**config.mk**
```make
export PLATFORM = sky130hd
export DESIGN_NAME = positional_list_engine
export DESIGN_NICKNAME = d
export VERILOG_FILES = /design/src/rtl/ple_pkg.sv /design/src/rtl/positional_list_engine.sv /design/src/rtl/ple_cell.sv /design/src/rtl/ple_ctrl.sv
export SDC_FILE = /design/constraint.sdc
export NUM_CORES = 2
export LEC_CHECK = 0
export ABC_CLOCK_PERIOD_IN_PS = 6900
export BUFFER_PORTS_ARGS = -buffer_cell sky130_fd_sc_hd__buf_2
export CELL_PAD_IN_SITES_DETAIL_PLACEMENT = 1
export CELL_PAD_IN_SITES_GLOBAL_PLACEMENT = 2
export CORE_UTILIZATION = 38
export DETAILED_ROUTE_END_ITERATION = 10
export PLACE_DENSITY_LB_ADDON = 0.1
export SYNTH_ARGS = -nofsm -noshare
export SYNTH_HDL_FRONTEND = slang
export SYNTH_SLANG_ARGS = --single-unit
export TNS_END_PERCENT = 100
```
**constraint.sdc**
```tcl
create_clock -name clk -period 6.9 [get_ports clk]
set_input_delay 1.035 -clock clk [delete_from_list [all_inputs] [get_ports clk]]
set_output_delay 1.035 -clock clk [all_outputs]
set_load 0.01 [all_outputs]
```
**src/rtl/ple_pkg.sv**
```systemverilog
package ple_pkg;

    localparam int DEPTH       = 16;
    localparam int DATA_WIDTH  = 32;
    localparam int IDX_W       = $clog2(DEPTH);
    localparam int CNT_W       = $clog2(DEPTH + 1);
    localparam int POS_W       = 8;
    localparam int OP_W        = 2;
    localparam int STATUS_W    = 3;
    localparam int IN_W        = POS_W + DATA_WIDTH;
    localparam int IN_TDATA_W  = ((IN_W + 7) / 8) * 8;
    localparam int OUT_W       = STATUS_W + DATA_WIDTH + IDX_W + CNT_W;
    localparam int OUT_TDATA_W = ((OUT_W + 7) / 8) * 8;

    typedef enum logic [OP_W-1:0] {
        OP_INSERT   = 2'd0,
        OP_DEL_POS  = 2'd1,
        OP_DEL_VAL  = 2'd2,
        OP_TRAVERSE = 2'd3
    } op_t;

    typedef enum logic [STATUS_W-1:0] {
        ST_OK       = 3'd0,
        ST_FULL     = 3'd1,
        ST_RANGE    = 3'd2,
        ST_NOTFOUND = 3'd3,
        ST_EMPTY    = 3'd4
    } status_t;

    typedef enum logic [2:0] {
        CM_HOLD    = 3'd0,
        CM_INSERT  = 3'd1,
        CM_REMOVE  = 3'd2,
        CM_ROTATE  = 3'd3,
        CM_COMPARE = 3'd4
    } cell_mode_t;

    typedef struct packed {
        cell_mode_t             mode;
        logic [IDX_W-1:0]       pos;
        logic [CNT_W-1:0]       cnt;
        logic [DATA_WIDTH-1:0]  data;
    } cell_cmd_t;

    typedef struct packed {
        logic                   valid;
        status_t                status;
        logic [DATA_WIDTH-1:0]  element;
        logic [IDX_W-1:0]       index;
        logic [CNT_W-1:0]       cnt;
        logic                   last;
    } result_t;

endpackage

```
**src/rtl/positional_list_engine.sv**
```systemverilog
// insert and delete at position: result registered in the cycle after the request is taken
// delete by value: a registered per-cell compare, then the shift once the output can advance
// traverse: entries in order from the head of the cell chain, one entry per cycle while the
// output can advance; the chain rotates once per emitted entry
// a new request is taken once the previous one has finished and the output can advance
// reset clears the entry count and control state; cell contents stay undefined until written
module positional_list_engine (
    input  logic                                clk,
    input  logic                                rst_n,
    input  logic                                s_tvalid,
    output logic                                s_tready,
    input  logic [ple_pkg::IN_TDATA_W-1:0]      s_tdata,  // position, data
    input  logic [ple_pkg::OP_W-1:0]            s_tuser,  // operation
    output logic                                m_tvalid,
    input  logic                                m_tready,
    output logic [ple_pkg::OUT_TDATA_W-1:0]     m_tdata,  // status, element, index, count
    output logic                                m_tlast
);
    import ple_pkg::*;

    logic [DATA_WIDTH-1:0] entries [DEPTH];
    logic [DEPTH-1:0]      match_bits;
    cell_cmd_t             cmd;
    result_t               res;
    logic [CNT_W-1:0]      cnt;

    ple_ctrl u_ctrl (
        .clk        (clk),
        .rst_n      (rst_n),
        .req_valid  (s_tvalid),
        .req_ready  (s_tready),
        .req_op     (s_tuser),
        .req_pos    (s_tdata[POS_W-1:0]),
        .req_data   (s_tdata[POS_W +: DATA_WIDTH]),
        .res_ready  (m_tready),
        .res        (res),
        .head_entry (entries[0]),
        .match_bits (match_bits),
        .cmd        (cmd),
        .cnt        (cnt)
    );

    for (genvar g = 0; g < DEPTH; g++)
    begin : g_cell
        logic [DATA_WIDTH-1:0] left_entry;
        logic [DATA_WIDTH-1:0] right_entry;

        if (g == 0)
        begin : g_first
            assign left_entry = '0;
        end
        else
        begin : g_mid_l
            assign left_entry = entries[g-1];
        end

        if (g == DEPTH - 1)
        begin : g_tail
            assign right_entry = '0;
        end
        else
        begin : g_mid_r
            assign right_entry = entries[g+1];
        end

        ple_cell u_cell (
            .clk         (clk),
            .cmd         (cmd),
            .cell_idx    (IDX_W'(g)),
            .left_entry  (left_entry),
            .right_entry (right_entry),
            .wrap_entry  (entries[0]),
            .entry       (entries[g]),
            .match       (match_bits[g])
        );
    end

    assign m_tvalid = res.valid;
    assign m_tlast  = res.last;
    assign m_tdata  = OUT_TDATA_W'({res.cnt, res.index, res.element, res.status});

`ifndef SYNTHESIS
    a_count_bound: assert property (@(posedge clk) disable iff (!rst_n)
        cnt <= CNT_W'(DEPTH))
        else $error("entry count above capacity");

    a_full_reject: assert property (@(posedge clk) disable iff (!rst_n)
        s_tvalid && s_tready && (s_tuser == OP_INSERT) && (cnt == CNT_W'(DEPTH))
        |=> m_tvalid && (res.status == ST_FULL) && (cnt == CNT_W'(DEPTH)))
        else $error("insert into full list not rejected");

    a_insert_grows: assert property (@(posedge clk) disable iff (!rst_n)
        s_tvalid && s_tready && (s_tuser == OP_INSERT) && (cnt < CNT_W'(DEPTH))
        |=> (cnt == $past(cnt) + 1'b1) && m_tvalid && (res.status == ST_OK))
        else $error("insert did not add one entry");
`endif

endmodule

```
**src/rtl/ple_cell.sv**
```systemverilog
module ple_cell (
    input  logic                            clk,
    input  ple_pkg::cell_cmd_t              cmd,
    input  logic [ple_pkg::IDX_W-1:0]       cell_idx,
    input  logic [ple_pkg::DATA_WIDTH-1:0]  left_entry,
    input  logic [ple_pkg::DATA_WIDTH-1:0]  right_entry,
    input  logic [ple_pkg::DATA_WIDTH-1:0]  wrap_entry,
    output logic [ple_pkg::DATA_WIDTH-1:0]  entry,
    output logic                            match
);
    import ple_pkg::*;

    logic [DATA_WIDTH-1:0] entry_reg;
    logic [DATA_WIDTH-1:0] entry_next;
    logic                  match_reg;
    logic                  match_next;
    logic [CNT_W-1:0]      idx_ext;
    logic [CNT_W-1:0]      pos_ext;

    assign idx_ext = CNT_W'(cell_idx);
    assign pos_ext = CNT_W'(cmd.pos);

    always_comb
    begin
        entry_next = entry_reg;
        match_next = match_reg;
        unique case (cmd.mode)
            CM_HOLD:
            begin
            end
            CM_INSERT:
            begin
                if (idx_ext > pos_ext)
                begin
                    entry_next = left_entry;
                end
                else if (idx_ext == pos_ext)
                begin
                    entry_next = cmd.data;
                end
            end
            CM_REMOVE:
            begin
                if (idx_ext >= pos_ext)
                begin
                    entry_next = right_entry;
                end
            end
            CM_ROTATE:
            begin
                // cell 0 wraps around to the tail of the list
                if (idx_ext + 1'b1 < cmd.cnt)
                begin
                    entry_next = right_entry;
                end
                else if (idx_ext + 1'b1 == cmd.cnt)
                begin
                    entry_next = wrap_entry;
                end
            end
            CM_COMPARE:
            begin
                match_next = (entry_reg == cmd.data) && (idx_ext < cmd.cnt);
            end
            default:
            begin
            end
        endcase
    end

    always_ff @(posedge clk)
    begin
        entry_reg <= entry_next;
        match_reg <= match_next;
    end

    assign entry = entry_reg;
    assign match = match_reg;

endmodule

```
**src/rtl/ple_ctrl.sv**
```systemverilog
module ple_ctrl (
    input  logic                            clk,
    input  logic                            rst_n,
    input  logic                            req_valid,
    output logic                            req_ready,
    input  logic [ple_pkg::OP_W-1:0]        req_op,
    input  logic [ple_pkg::POS_W-1:0]       req_pos,
    input  logic [ple_pkg::DATA_WIDTH-1:0]  req_data,
    input  logic                            res_ready,
    output ple_pkg::result_t                res,
    input  logic [ple_pkg::DATA_WIDTH-1:0]  head_entry,
    input  logic [ple_pkg::DEPTH-1:0]       match_bits,
    output ple_pkg::cell_cmd_t              cmd,
    output logic [ple_pkg::CNT_W-1:0]       cnt
);
    import ple_pkg::*;

    typedef enum logic [2:0] {
        S_IDLE  = 3'b001,
        S_MATCH = 3'b010,
        S_TRAV  = 3'b100
    } state_t;

    state_t            state_reg;
    state_t            state_next;
    logic [CNT_W-1:0]  cnt_reg;
    logic [CNT_W-1:0]  cnt_next;
    logic [IDX_W-1:0]  trav_reg;
    logic [IDX_W-1:0]  trav_next;
    result_t           res_reg;
    result_t           res_next;
    logic              out_free;
    logic              accept;
    logic              found;
    logic [IDX_W-1:0]  hit;
    logic              trav_last;
    op_t               op;

    assign op        = op_t'(req_op);
    assign out_free  = !res_reg.valid || res_ready;
    assign req_ready = (state_reg == S_IDLE) && out_free;
    assign accept    = req_valid && req_ready;
    assign trav_last = (CNT_W'(trav_reg) + 1'b1) == cnt_reg;

    // lowest matching cell wins
    always_comb
    begin
        found = 1'b0;
        hit   = '0;
        for (int i = DEPTH - 1; i >= 0; i--)
        begin
            if (match_bits[i])
            begin
                found = 1'b1;
                hit   = IDX_W'(i);
            end
        end
    end

    always_comb
    begin
        state_next = state_reg;
        cnt_next   = cnt_reg;
        trav_next  = trav_reg;
        res_next   = res_reg;
        if (res_ready)
        begin
            res_next.valid = 1'b0;
        end
        cmd.mode = CM_HOLD;
        cmd.pos  = '0;
        cmd.cnt  = cnt_reg;
        cmd.data = req_data;

        unique case (state_reg)
            S_IDLE:
            begin
                if (accept)
                begin
                    res_next = '{valid: 1'b1, status: ST_OK, element: '0, index: '0,
                                 cnt: cnt_reg, last: 1'b1};
                    unique case (op)
                        OP_INSERT:
                        begin
                            if (cnt_reg == CNT_W'(DEPTH))
                            begin
                                res_next.status = ST_FULL;
                            end
                            else
                            begin
                                cmd.mode = CM_INSERT;
                                if (req_pos >= POS_W'(cnt_reg))
                                begin
                                    cmd.pos = cnt_reg[IDX_W-1:0];
                                end
                                else
                                begin
                                    cmd.pos = req_pos[IDX_W-1:0];
                                end
                                cnt_next     = cnt_reg + 1'b1;
                                res_next.cnt = cnt_next;
                            end
                        end
                        OP_DEL_POS:
                        begin
                            if (cnt_reg == '0)
                            begin
                                res_next.status = ST_EMPTY;
                            end
                            else if (req_pos >= POS_W'(cnt_reg))
                            begin
                                res_next.status = ST_RANGE;
                            end
                            else
                            begin
                                cmd.mode     = CM_REMOVE;
                                cmd.pos      = req_pos[IDX_W-1:0];
                                cnt_next     = cnt_reg - 1'b1;
                                res_next.cnt = cnt_next;
                            end
                        end
                        OP_DEL_VAL:
                        begin
                            if (cnt_reg == '0)
                            begin
                                res_next.status = ST_EMPTY;
                            end
                            else
                            begin
                                cmd.mode       = CM_COMPARE;
                                res_next.valid = 1'b0;
                                state_next     = S_MATCH;
                            end
                        end
                        OP_TRAVERSE:
                        begin
                            if (cnt_reg == '0)
                            begin
                                res_next.status = ST_EMPTY;
                            end
                            else
                            begin
                                res_next.valid = 1'b0;
                                trav_next      = '0;
                                state_next     = S_TRAV;
                            end
                        end
                        default:
                        begin
                        end
                    endcase
                end
            end
            S_MATCH:
            begin
                if (out_free)
                begin
                    res_next = '{valid: 1'b1, status: ST_NOTFOUND, element: '0, index: '0,
                                 cnt: cnt_reg, last: 1'b1};
                    if (found)
                    begin
                        cmd.mode        = CM_REMOVE;
                        cmd.pos         = hit;
                        cnt_next        = cnt_reg - 1'b1;
                        res_next.status = ST_OK;
                        res_next.cnt    = cnt_next;
                    end
                    state_next = S_IDLE;
                end
            end
            S_TRAV:
            begin
                if (out_free)
                begin
                    // emit the head and rotate the chain by one cell
                    cmd.mode = CM_ROTATE;
                    res_next = '{valid: 1'b1, status: ST_OK, element: head_entry,
                                 index: trav_reg, cnt: cnt_reg, last: trav_last};
                    trav_next = trav_reg + 1'b1;
                    if (trav_last)
                    begin
                        state_next = S_IDLE;
                    end
                end
            end
            default:
            begin
                state_next = S_IDLE;
            end
        endcase
    end

    always_ff @(posedge clk or negedge rst_n)
    begin
        if (!rst_n)
        begin
            state_reg <= S_IDLE;
            cnt_reg   <= '0;
            trav_reg  <= '0;
            res_reg   <= '0;
        end
        else
        begin
            state_reg <= state_next;
            cnt_reg   <= cnt_next;
            trav_reg  <= trav_next;
            res_reg   <= res_next;
        end
    end

    assign res = res_reg;
    assign cnt = cnt_reg;

endmodule

```
; Yosys cells after proc, flatten, opt, wreduce, memory -nomap -nowiden
; Cells that the tools add are included.
[op_classes]
addsub = 4
magnitude_cmp = 50
n_eq_ne = 115
mux = 174
reduce_logical = 48
[ops]
columns = op, count
row1 = $mux 32, 79
row2 = $pmux 32 s3, 16
row3 = $eq 32x32->1, 16
row4 = $mux 46, 3
row5 = $pmux 46 s3, 1
row6 = $ne 3x1->1 const B, 31
row7 = $mux 4, 21
row8 = $reduce_and 4->1, 17
row9 = $ne 2x1->1 const B, 21
row10 = $eq 4x5->1 const A, 8
row11 = $lt 4x5->1 const A, 8
row12 = $pmux 3 s3, 4
row13 = $mux 5, 7
row14 = $eq 4x4->1 const A, 8
row15 = $ge 4x4->1 const A, 8
row16 = $gt 4x4->1 const A, 8
row17 = $mux 3, 9
row18 = $pmux 4 s2, 3
row19 = $mux 7, 3
row20 = $eq 3x5->1 const A, 4
row21 = $lt 3x5->1 const A, 4
row22 = $mux 1, 20
row23 = $pmux 5 s2, 2
row24 = $logic_and 1x1->1, 18
row25 = 41 further kinds, 72
[word_totals]
ff_bits = 586
inputBits = 46
output_inout_bits = 51
wordCells = 432

; Depth between registers and ports, before layout
[depth]
ltp_word = 23
depth_mapped = 15
mapped_depth_nobuf = 9

; Modules after synthesis
; Synthesis repeated with hierarchy kept, for this count alone.
[unflattened]
hier_cells = 4180
area_unflattened_um2 = 49492.5
[modules_own_cells]
columns = mod, n_inst, cells_each, area_each_um2, seq_area_each_um2
row1 = ple_cell (g_cell[0].u_cell ...), 9, 237, 2874.0, 991.0
row2 = ple_cell (g_cell[3].u_cell ...), 7, 237, 2859.0, 991.0
row3 = ple_ctrl, 1, 382, 3575.9, 1452.6
row4 = positional_list_engine, 1, 6, 37.5, 0.0

; Worst setup path before layout
; No wires, ideal clock.
[synth_path]
kind = input to register
startpoint = input port s_tdata[4] (netlist bit)
endpoint = register g_cell[8].u_cell.entry_reg[0] (enable)
arrival_ns = 6.092
path_slack_ns = 0.306
path_stages = 11
n_path_buf = 3
cell_sequence = ha_1 > or4_1 > a21oi_1 > o21a_1 > buf_1 > nor3_1 > nor3_2 > buf_4 > nor2_1 > buf_2 > nor4_1
[synth_via]
elab_chain_len = 9
[synth_lines]
columns = element, line
row1 = "start, declared", positional_list_engine.sv:12  ; input logic [ple_pkg::IN_TDATA_W-1:0] s_tdata,
row2 = $ge 8x5->1 (*), "ple_ctrl.sv:92, ple_ctrl.sv:110"
row3 = $mux 6 or $mux 4 (tied branches), "ple_ctrl.sv:110, ple_ctrl.sv:92"
row4 = $mux 7 or $mux 5 (tied branches), "ple_ctrl.sv:106, ple_ctrl.sv:85"
row5 = $pmux 4 s2 or $pmux 3 s3 (tied branches), ple_ctrl.sv:82  ; unique case (op)
row6 = $mux 7 (*), ple_ctrl.sv:78  ; if (accept)
row7 = $pmux 4 s2 or $pmux 3 s3 (tied branches), ple_ctrl.sv:75  ; unique case (state_reg)
row8 = $gt 4x4->1 (tied with other cells), ple_cell.sv:33  ; if (idx_ext > pos_ext)
row9 = $ne 3x1->1 (no source line) (tied with other cells), -
row10 = $reduce_and 4->1 (no source line) (*), -
row11 = "end signal, assigned", ple_cell.sv:73  ; entry_reg <= entry_next;
row12 = "end, declared", ple_cell.sv:13  ; logic [DATA_WIDTH-1:0] entry_reg;
; Every way passes the cells marked *; elsewhere a longest branch is shown, timed or not.
; A chain may end at the register's enable or synchronous reset.

; Final worst setup path
[layout_path]
startpoint = register u_ctrl.cnt_reg[2] (netlist: u_ctrl.cnt[2])
endpoint = register g_cell[1].u_cell.entry_reg[21], data pin
[layout_via]
elab_chain_len = 9
[layout_lines]
columns = element, line
row1 = "start, declared", ple_ctrl.sv:26  ; logic [CNT_W-1:0] cnt_reg;
row2 = "start signal, assigned", ple_ctrl.sv:205  ; cnt_reg <= cnt_next;
row3 = $ge 8x5->1, "ple_ctrl.sv:92, ple_ctrl.sv:110"
row4 = $mux 6 or $mux 4 (tied branches), "ple_ctrl.sv:110, ple_ctrl.sv:92"
row5 = $mux 7 or $mux 5 (tied branches), "ple_ctrl.sv:106, ple_ctrl.sv:85"
row6 = $pmux 4 s2, ple_ctrl.sv:82
row7 = $mux 7, ple_ctrl.sv:78
row8 = $pmux 4 s2, ple_ctrl.sv:75
row9 = $gt 1x4->1, ple_cell.sv:33
row10 = $mux 32, ple_cell.sv:33
row11 = $pmux 32 s3 (*), ple_cell.sv:27  ; unique case (cmd.mode)
row12 = net g_cell[1].u_cell.entry_next[21], ple_cell.sv:14  ; logic [DATA_WIDTH-1:0] entry_next;
row13 = "end signal, assigned", ple_cell.sv:73
row14 = "end, declared", ple_cell.sv:13
; Mark *: on every way through the listed nets, which the timed path passes. The rest lies on a longest branch.

==> impl_metrics.sql <==
INSERT INTO impl_metrics (metric_group, metric, value, unit) VALUES
('setup_path', 'timing.critical_path.mode_cell', 'sky130_fd_sc_hd__buf_4', ''),
('setup_path', 'worstPathCellList', 'inv_1, ha_1, a21o_1, a31oi_1, o21a_1, mux2i_1, nor4_2, buf_4, and2_1, buf_4, o221ai_1', ''),
('floorplanning', 'core_area', '98710', 'um^2'),
('synth', 'dominant_cells_by_area_after_synthesis', 'sky130_fd_sc_hd__edfxtp_1 42%, sky130_fd_sc_hd__o211ai_1 7.0%, sky130_fd_sc_hd__a22oi_1 6.3%', ''),
('final_layout', 'sequential_cell_area', '17310', 'um^2'),
('clocking', 'clk_path_buf_depth', '3', ''),
('synth', 'synth-edff-count', '528', ''),
('clocking', 'clk-insertion-delay-late', '0.67', 'ns'),
('setup_path', 'slowest_delay', '0.79', 'ns'),
('setup_path', 'rr_startpoint', 'u_ctrl.cnt[2]', ''),
('final_layout', 'design.final.nets', '3591', ''),
('setup_path', 'worst_setup_path_end_kind', 'flip-flop', ''),
('global_route', 'grt_pass1_wl', '288600', 'um'),
('synth', 'yosysWarningCount', '0', ''),
('floorplanning', 'die_area', '101200', 'um^2'),
('global_route', 'track_usage', '0.3994', ''),
('placed_design', 'io_buffers', '92', ''),
('synth', 'synthesis.area', '37960', 'um^2'),
('global_route', 'grt_max_degree', '79', ''),
('timing', 'grt_setup_unrepaired', 'no', ''),
('clocking', 'tritoncts.num_buffers', '77', ''),
('floorplanning', 'floorplan.initialDensity', '0.3845', ''),
('pwr', 'total_power', '12.67', 'mW'),
('setup_path', 'timing.setup.critical_path_class', 'flip-flop to flip-flop', ''),
('placed_design', 'preCtsSetupSlack', '1.400', 'ns'),
('clocking', 'post_cts.resized_instances', '0', ''),
('clocking', 'cts.sinks', '586', ''),
('timing', 'timing.fmax', '0.1845', 'GHz'),
('timing', 'timing.max_slew.rel_slack', '0.06788', ''),
('timing', 'final.period_utilization', '0.7854', ''),
('outcome', 'run_status', 'completed', ''),
('global_route', 'global_route.usage.met2', '0.6286', ''),
('final_layout', 'layout_stage_area_growth_over_the_synthesis_result', '11.17', '%'),
('global_route', 'grt_antenna_before_repair', '12', ''),
('synth', 'synth_area_leader_cell', 'sky130_fd_sc_hd__edfxtp_1', ''),
('setup_path', 'timing.reg2reg.setup_slack', '1.48', 'ns'),
('synth', 'ys_seq_area_frac', '0.4560', ''),
('setup_path', 'regToRegEndpoint', 'g_cell[1].u_cell.entry[21]', ''),
('timing', 'final-hold-violation-count', '0', ''),
('global_route', 'first_global_vias', '34847', ''),
('clocking', 'tritoncts', 'yes', ''),
('drt', 'antenna_violating_nets_post_route', '0', ''),
('setup_path', 'cp_max_fo', '25', ''),
('timing', 'setup_ws_post_layout', '1.481', 'ns'),
('synth', 'netlist-cell-type-count', '79', ''),
('setup_path', 'cp_num_buf_inv', '3', ''),
('hold_path', 'min-delay-path-class', 'flip-flop to flip-flop', ''),
('timing', 'fin_tns_setup', '0', 'ns'),
('setup_path', 'crit_path_top_delay_cell', 'sky130_fd_sc_hd__nor4_2', ''),
('setup_path', 'worst_setup_path_startpoint', 'u_ctrl.cnt[2]', ''),
('floorplanning', 'die_x', '318.1', 'um'),
('clocking', 'cts.clk_slew.worst_paths', '0.06', 'ns'),
('drt', 'dr.first_iter.drc_count', '5651', ''),
('synth', 'synth_async_sr_flop_share', '0.09898', ''),
('global_route', 'grtUsageMet3', '0.07683', ''),
('drt', 'drt-total-wl', '207500', 'um'),
('clocking', 'h-tree-depth', '3', ''),
('final_layout', 'largest_register_ff_count', '512', ''),
('global_route', 'global_route.usage.met1', '0.5412', ''),
('drt', 'vias', '35526', ''),
('drt', 'vias_per_cell', '7.267', ''),
('job', 'cap_violations', '0', ''),
('synth', 'syn_avg_cell_area', '10.32', 'um^2'),
('setup_path', 'cp_num_cells', '11', ''),
('floorplanning', 'chip_height', '318.1', 'um'),
('clocking', 'clock_tree.root_cell', 'sky130_fd_sc_hd__clkbuf_16', ''),
('placed_design', 'place_hpwl', '149200', 'um'),
('setup_path', 'cp.arrival', '5.75', 'ns'),
('final_layout', 'combined_area_of_the_multi_input_logic_cells', '18880', 'um^2'),
('synth', 'yosys.area.top_type_share', '0.4177', ''),
('drt', 'drc_violations_left', '0', '');
## cells in the final DEF, fill, tap and decap left out, types with 92 or more instances in the layout
cell type | netlist | final
sky130_fd_sc_hd__a22o_1 | 102 | 102
sky130_fd_sc_hd__edfxtp_1 | 528 | 528
sky130_fd_sc_hd__nand2_1 | 230 | 229
sky130_fd_sc_hd__xor2_1 | 261 | 261
sky130_fd_sc_hd__o211ai_1 | 354 | 354
sky130_fd_sc_hd__buf_2 | 54 | 92
sky130_fd_sc_hd__mux2i_1 | 98 | 98
sky130_fd_sc_hd__a22oi_1 | 321 | 321
sky130_fd_sc_hd__buf_4 | 12 | 137
sky130_fd_sc_hd__o21ai_0 | 178 | 178
sky130_fd_sc_hd__a221o_1 | 100 | 100
sky130_fd_sc_hd__xnor2_1 | 258 | 258
sky130_fd_sc_hd__nand4_1 | 172 | 172
## worst reg2reg max path, delay by kind of cell (launching register included)
| family | cells | cell delay (ns) |
|---|---|---|
| AO/OA/AOI/OAI | 4 | 0.99 |
| adder cells (fa/ha/maj) | 1 | 0.36 |
| buffers and inverters | 3 | 1.11 |
| flip-flops | 1 | 0.78 |
| multiplexers | 1 | 0.42 |
| AND/OR/NAND/NOR | 2 | 1.42 |
## through the flow
step / std cells / cell area [um^2] / utilization / hold slack, ns
2_1_floorplan: 3680 / 37970 / - / 0.5063
3_5_place_dp: 4742 / 39640 / 0.4015 / 0.4706
4_1_cts: 4885 / 42190 / 0.4274 / 0.4859
5_1_grt: 4885 / 42190 / 0.4274 / 0.5149
3_3_place_gp: 4742 / 39640 / 0.4015 / 0.4578
6_report: 4889 / 42200 / 0.4275 / 0.4817
## where the power goes
group / switching (mW) / internal [mW] / total, mW
Sequential: 0.582 / 4.53 / 5.11
Combinational: 2.35 / 0.961 / 3.31
Clock: 1.77 / 2.48 / 4.25
Total: 4.70 / 7.97 / 12.7
## worst min-delay path by stage
stage                             startpoint  slack [ns]  cells past startpoint                 end
after detailed placement      u_ctrl.res[38]        0.47                      2      u_ctrl.res[38]
after floorplan           u_ctrl.trav_reg[2]        0.51                      1  u_ctrl.trav_reg[2]
after CTS                     u_ctrl.res[38]        0.49                      2      u_ctrl.res[38]
after global placement        u_ctrl.res[39]        0.46                      2      u_ctrl.res[39]
final                         u_ctrl.res[15]        0.48                      2      u_ctrl.res[15]
after global routing          u_ctrl.res[38]        0.51                      2      u_ctrl.res[38]
## final cells by class
class                   count  share of cell area
diodes                      4           0.0002372
clock buffers             104             0.05076
clock inverters            39            0.009725
inverters                  78            0.006938
multi-input cells        2559              0.4473
flip-flops and latches    586              0.4102
well taps                1287             0.03816
repair buffers            232             0.03671
## metal layers
| metal | routed length, um | up-vias |
|---|---|---|
| met5 | 52 | - |
| met2 | 93760 | 2526 |
| met4 | 9122 | 8 |
| met1 | 83210 | 18488 |
| met3 | 21310 | 449 |
| li1 | - | 14055 |
## kinds of logic after synthesis
group,after synthesis,share of synthesized area
muxes,98,0.02584
xor gates and xnor gates,519,0.1198
AOI/OAI and AO/OA,1250,0.2443
and+or+nand+nor,677,0.09411
buffers and inverters,535,0.05627
adders and majority gates,11,0.003626
other,1,0.00009879
DFF,586,0.4560
## cells in the mapped netlist (3+ instances only)
library cell and instances:
sky130_fd_sc_hd__o211ai_1 354, sky130_fd_sc_hd__mux2i_1 98, sky130_fd_sc_hd__o21a_1 4, sky130_fd_sc_hd__nor2_1 41, sky130_fd_sc_hd__nand2_1 230, sky130_fd_sc_hd__edfxtp_1 528
sky130_fd_sc_hd__nor4_1 92, sky130_fd_sc_hd__nand3_1 21, sky130_fd_sc_hd__o22ai_1 6, sky130_fd_sc_hd__or2_2 4, sky130_fd_sc_hd__nand2b_1 7, sky130_fd_sc_hd__xor2_1 261
sky130_fd_sc_hd__o21ai_1 15, sky130_fd_sc_hd__a31oi_1 3, sky130_fd_sc_hd__a21oi_1 58, sky130_fd_sc_hd__or4_1 7, sky130_fd_sc_hd__inv_1 77, sky130_fd_sc_hd__dfrtp_1 57
sky130_fd_sc_hd__a22o_1 102, sky130_fd_sc_hd__nor2b_1 6, sky130_fd_sc_hd__a22oi_1 321, sky130_fd_sc_hd__o221ai_1 65, sky130_fd_sc_hd__a221o_1 100, sky130_fd_sc_hd__a21o_1 6
sky130_fd_sc_hd__and2_1 49, sky130_fd_sc_hd__buf_4 12, sky130_fd_sc_hd__ha_1 11, sky130_fd_sc_hd__xnor2_1 258, sky130_fd_sc_hd__and3_1 8, sky130_fd_sc_hd__o21ai_0 178
sky130_fd_sc_hd__o31ai_1 5, sky130_fd_sc_hd__a211oi_1 5, sky130_fd_sc_hd__nor3_1 17, sky130_fd_sc_hd__nand4_1 172, sky130_fd_sc_hd__buf_2 54, sky130_fd_sc_hd__a311o_1 3
sky130_fd_sc_hd__clkbuf_1 313, sky130_fd_sc_hd__buf_1 76
Power figures use the tool's default switching activity.
